File: config.mk
export PLATFORM = sky130hd
export DESIGN_NAME = sthpu_filter
export DESIGN_NICKNAME = d
export VERILOG_FILES = /design/src/sthpu_pkg.sv /design/src/sthpu_filter.sv
export SDC_FILE = /design/constraint.sdc
export NUM_CORES = 1
export LEC_CHECK = 0
export ABC_AREA = 1
export BUFFER_PORTS_ARGS = -buffer_cell sky130_fd_sc_hd__buf_2
export CAP_MARGIN = 20
export CORE_MARGIN = 8
export CORE_UTILIZATION = 26
export DETAILED_ROUTE_END_ITERATION = 12
export GPL_TIMING_DRIVEN = 0
export SLEW_MARGIN = 15
export SYNTH_ARGS = -nofsm -noshare
export SYNTH_HDL_FRONTEND = slang
export SYNTH_SLANG_ARGS = --single-unit
File: constraint.sdc
create_clock -name clk -period 6.8 [get_ports clk]
set_input_delay 0.34 -clock clk [delete_from_list [all_inputs] [get_ports clk]]
set_output_delay 0.34 -clock clk [all_outputs]
set_load 0.03 [all_outputs]
File: src/sthpu_pkg.sv
// sthpu_pkg: shared types, constants and filter helpers for the six-tap half-pel upsampler
// no dependencies; imported by every module of the block
`timescale 1ns / 1ps
`default_nettype none

package sthpu_pkg;

  localparam int TAPS          = 6;
  localparam int DEF_MAX_WIDTH = 1024;
  localparam int PIX_W         = 8;
  localparam int ROW_W         = 12;
  localparam int FW_W          = 11;
  localparam int SLOT_W        = 3;
  localparam int SUM_W         = 21;
  localparam int CFG_AW        = 3;
  localparam int CFG_DW        = 32;

  localparam logic [FW_W-1:0]  FW_RESET = 11'd176;
  localparam logic [ROW_W-1:0] FH_RESET = 12'd144;

  // register indexes, taken from the word address bit
  localparam logic REG_FRAME_WIDTH  = 1'b0;
  localparam logic REG_FRAME_HEIGHT = 1'b1;

  // rounding shifts of the two filter kinds
  localparam logic [3:0] SH_HALF = 4'd5;
  localparam logic [3:0] SH_CTR  = 4'd10;

  typedef logic [PIX_W-1:0]        pix_t;
  typedef pix_t [TAPS-1:0]         col_word_t;   // one column, one byte per row slot
  typedef col_word_t [TAPS-1:0]    pix_mat_t;    // [row tap][column tap]
  typedef logic signed [SUM_W-1:0] sum_t;
  typedef sum_t [TAPS-1:0]         sum_vec_t;

  typedef struct packed {
    logic [ROW_W-1:0]  row;
    logic [SLOT_W-1:0] slot;
    logic              last_row;
    logic              last_col;
  } pos_ctx_t;

  typedef struct packed {
    logic [ROW_W-1:0] row;
    logic             last;
    logic             fend;
  } quad_tag_t;

  typedef enum logic {
    ENG_IDLE,
    ENG_EMIT
  } eng_state_t;

  // taps 1,-5,20,20,-5,1
  function automatic sum_t fir6(input sum_vec_t a);
    sum_t s0;
    sum_t s1;
    sum_t s2;
    s0 = sum_t'($signed(a[0]) + $signed(a[5]));
    s1 = sum_t'($signed(a[1]) + $signed(a[4]));
    s2 = sum_t'($signed(a[2]) + $signed(a[3]));
    return sum_t'(s0 - sum_t'(5) * s1 + sum_t'(20) * s2);
  endfunction

  function automatic pix_t round_clamp(input sum_t s, input logic [3:0] sh);
    sum_t t;
    t = sum_t'(s + (sum_t'(1) <<< (sh - 4'd1))) >>> sh;
    if (s < 0) begin
      return '0;
    end
    if (t > 255) begin
      return 8'd255;
    end
    return t[PIX_W-1:0];
  endfunction

endpackage

`default_nettype wire

File: src/sthpu_filter.sv
// sthpu_filter: separable six-tap filter pipeline and output register
// depends on sthpu_pkg
`timescale 1ns / 1ps
`default_nettype none

module sthpu_filter #(
  parameter int  MAX_WIDTH = sthpu_pkg::DEF_MAX_WIDTH,
  localparam int COL_W     = $clog2(MAX_WIDTH)
) (
  input  wire logic                        clk,
  input  wire logic                        rst_n,
  output logic                             en,
  input  wire logic                        mat_valid,
  input  wire sthpu_pkg::pix_mat_t         mat,
  input  wire logic [COL_W-1:0]            mat_col,
  input  wire sthpu_pkg::quad_tag_t        mat_tag,
  output logic                             out_valid,
  input  wire logic                        out_ready,
  output logic [sthpu_pkg::ROW_W-1:0]      out_row,
  output logic [COL_W-1:0]                 out_col,
  output sthpu_pkg::pix_t                  out_full,
  output sthpu_pkg::pix_t                  out_half_h,
  output sthpu_pkg::pix_t                  out_half_v,
  output sthpu_pkg::pix_t                  out_center,
  output logic                             out_last,
  output logic                             out_fend
);
  import sthpu_pkg::*;

  logic             b_v_r;
  sum_vec_t         rs_r, rs_c;
  sum_t             vs_r, vs_c;
  pix_t             full_r;
  logic [COL_W-1:0] bcol_r;
  quad_tag_t        btag_r;
  logic             o_v_r;
  logic [COL_W-1:0] ocol_r;
  quad_tag_t        otag_r;
  pix_t             ofull_r, oh_r, ov_r, oc_r;
  sum_t             csum;

  assign en = !o_v_r || out_ready;

  // row sums of the matrix and the vertical sum down the center column
  always_comb begin
    sum_vec_t tmp;
    sum_vec_t vcol;
    for (int i = 0; i < TAPS; i++) begin
      for (int j = 0; j < TAPS; j++) begin
        tmp[j] = sum_t'(mat[i][j]);
      end
      rs_c[i] = fir6(tmp);
      vcol[i] = sum_t'(mat[i][2]);
    end
    vs_c = fir6(vcol);
  end

  assign csum = fir6(rs_r);

  always_ff @(posedge clk) begin
    if (!rst_n) begin
      b_v_r <= 1'b0;
      o_v_r <= 1'b0;
    end else if (en) begin
      b_v_r <= mat_valid;
      o_v_r <= b_v_r;
    end
  end

  always_ff @(posedge clk) begin
    if (en) begin
      rs_r    <= rs_c;
      vs_r    <= vs_c;
      full_r  <= mat[2][2];
      bcol_r  <= mat_col;
      btag_r  <= mat_tag;
      ocol_r  <= bcol_r;
      otag_r  <= btag_r;
      ofull_r <= full_r;
      oh_r    <= round_clamp(rs_r[2], SH_HALF);
      ov_r    <= round_clamp(vs_r, SH_HALF);
      oc_r    <= round_clamp(csum, SH_CTR);
    end
  end

  assign out_valid  = o_v_r;
  assign out_row    = otag_r.row;
  assign out_col    = ocol_r;
  assign out_full   = ofull_r;
  assign out_half_h = oh_r;
  assign out_half_v = ov_r;
  assign out_center = oc_r;
  assign out_last   = otag_r.last;
  assign out_fend   = otag_r.fend;

endmodule

`default_nettype wire

==> metrics.yaml <==
worst_path_largest_cell_delay_ns: 0.53
synth_top_flop_cell: "edfxtp_1"
endpoint_kind: "register"
netlist_instances: 3432
yosysMostFrequentCell: "inv_1"
top_layer_used: "met5"
cpMostUsedCell: "nand2_1"
rsz0062_at_grt: "yes"
syn_nets: 4526
ys_top_cells_by_count: "804 x inv_1, 610 x ha_1, 422 x nand2_1"
syn2layout_area_growth_pct: 18.1
die-width_um: 351
route.met2.wl_mm: 36.1
cp.arrival_ns: 7.78
clk_pin_slew_ns: 0.09
critPathBufInv: 4
finalCriticalPeriod_ns: 7.45
die_h_um: 351
synthTopCellsByArea: "ha_1 26%, edfxtp_1 20%, fa_1 12%"
crit_required_ns: 7.13
start_util_pct: 26.1
final_util_pct: 30.8
worst-slew-pin-transition_ns: 0.806
synth.distinct_cells: 44
grt_pass1_vias: 23200
yosysSeqAreaShare_pct: 20.3
finish.net_count: 4968
place_hpwl_mm: 65.2
clockRootBuffer: "clkbuf_16"
async_flop_share_pct: 0
synth-edff-count: 196
finClkSkew_ns: 0.0176
clk_path_buf_depth: 2
antenna_found_initial: 9
htree_levels: 4
grt_usage_pct: 11.8
criticalPathCategory: "register to register"
path_delay_family: "adder cells"
coreArea_mm2: 0.112
port_buffers: 373
clock_latency_ns: 0.50
num_vias: 23000
drc: 0
yosys.area.top_type_share_pct: 26.1
rows: 123
grt_start_max_net_pins: 94
finalWeightedCongestion: 0.865
place_area_mm2: 0.0331
status: "finished, violations left"
crit_fanout: 8
viasPerCell: 4.26
synth.cell_area_mm2: 0.0292
ys_ff_latch: 198
grt_pass1_wl_mm: 116
ys_warn_count: 0
drv_cap: 0
final_max_slew_viol_count: 0
routedLengthMet1_mm: 32.9
cts.sinks: 198
hp-class: "input port to register"
met3_length_mm: 2.81
hold_viol: 0
startpoint_type: "register"
final_area_mm2: 0.0345
drt.antenna.violating_nets: 0
drt_wl_total_mm: 73.5
avgSynthCellArea_um2: 8.52
cts_tree: "built"
pin_count: 374
drive_above_1_share_pct: 13.7
overflow: 0
first_iter_violations: 756
slew_headroom_pct: 46.3
yosys.area.top_type: "ha_1"
fmax_mhz: 134
die_area_mm2: 0.123
violations: "negative setup slack"
numCtsBuffers: 17
crit_slowest_cell: "fa_1"
setup_viol: 8
dr.pass1.iters: 5
period_share_pct: 110
setup_slack_ns: -0.653
routedWlPerCell_um: 13.6
[through the flow]
| step | instances | setup TNS [ns] | setup slack [ns] | hold WS, ns |
|---|---|---|---|---|
| after floorplan | 3432 | -0.160 | -0.0200 | 0.400 |
| after global placement | 5305 | -55.30 | -1.21 | 0.400 |
| after detailed placement | 5307 | -9.64 | -1.23 | 0.405 |
| after CTS | 5382 | -4.77 | -0.626 | 0.0209 |
| after global routing | 5389 | -9.05 | -1.15 | 0.0315 |
| final | 5392 | -5.13 | -0.653 | 0.0644 |
[area by class of cell]
type | count | area (um^2)
Clock buffer | 17 | 425
Fill cell | 11900 | 77500
Multi-Input combinational cell | 2425 | 20700
Tap cell | 1500 | 1880
Buffer | 2 | 11.3
Antenna cell | 5 | 12.5
Inverter | 807 | 3040
Sequential cell | 198 | 5930
Timing Repair Buffer | 423 | 2340
Clock inverter | 15 | 138
[logic make-up (layout without fill, tap and decap cells)]
family / after synthesis / in the layout / synth area share, %
compound gates: 557 / 557 / 10.4
xor+xnor: 346 / 346 / 10.4
fa+ha+maj: 778 / 778 / 37.6
buf+inv: 809 / 1264 / 10.4
flops: 198 / 198 / 20.3
other cells: 0 / 5 / 0
simple gates: 744 / 744 / 10.9
[routing by layer]
layer	vias up	track usage (%)
li1	12000	-
met1	10500	14.5
met2	332	20.8
met3	75	2.21
met4	4	3.36
met5	-	0
[path summary, 6_finish.rpt]
path / startpoint / end / slack [ns] / depth (start not counted)
min: mat_tag[12] / btag_r[12]$_DFFE_PP_ / 0.06 / 1
min reg2reg: btag_r[8]$_DFFE_PP_ / out_row[6]$_DFFE_PP_ / 0.41 / 0
max reg2reg: rs_r[47]$_DFFE_PP_ / out_center[3]$_SDFFCE_PP0P_ / -0.65 / 45
max: rs_r[47]$_DFFE_PP_ / out_center[3]$_SDFFCE_PP0P_ / -0.65 / 45
[what timing repair did]
| item | in CTS | in global routing |
|---|---|---|
| setup buffers | 20 | 5 |
| pin swaps | 37 | 40 |
| endpoints found under the setup margin | 8 | 8 |
| hold buffers | 23 | 0 |
| endpoints found under the hold margin | 23 | 0 |
| resized for setup | 39 | 38 |
| cloned | 0 | 0 |
[sequential cells by signal, indices dropped and copies added (netlist names)]
register and flops:
btag_r 14, out_row 12, out_full 8, full_r 8, out_last 1, rs_r 96, out_half_h 8, out_fend 1
bcol_r 10, b_v_r 1, vs_r 12, out_valid 1, out_center 8, out_half_v 8, out_col 10
[worst register-to-register path, delay by kind of cell (launching register included)]
family | cells | cell delay [ns]
xor+xnor | 2 | 0.33
flops | 1 | 0.47
compound gates | 8 | 1.10
buf+inv | 4 | 0.21
simple gates | 24 | 2.27
fa+ha+maj | 7 | 2.88
[layout by cell type, fill, tap and decap left out, types with 4 or more instances in the layout]
master         netlist  layout
buf_2                0     373
a31oi_1              8       7
diode_2              0       5
inv_1              804     796
and2_1               4       4
o211ai_1            10      10
fa_1               168     167
nand3_2              3       4
or2_2                4       4
clkbuf_16            0      17
nand3_1            127     124
a21o_1              15      15
o21bai_1            49      49
clkinv_4             0       5
nand4_1             15      15
nand2_1            422     412
nand2_2             13      18
nand2_4              1       5
a21oi_2              0       8
nor2_2               5       6
o21ai_2              2       5
a21oi_1            346     330
nor3_2               5       5
edfxtp_1           196     196
xnor2_1            111     110
ha_1               610     596
ha_4                 0      13
nor3_1              17      16
dlygate4sd3_1        0      23
inv_8                0       5
a21oi_4              0       8
nor2_1             112     111
inv_2                3       9
o21ai_0            107     104
buf_4                1      25
nand3b_1            10      10
xor2_1             235     231
Power is not shown: default switching activity piles up to over one toggle a cycle in this logic, so the estimate is an artifact.
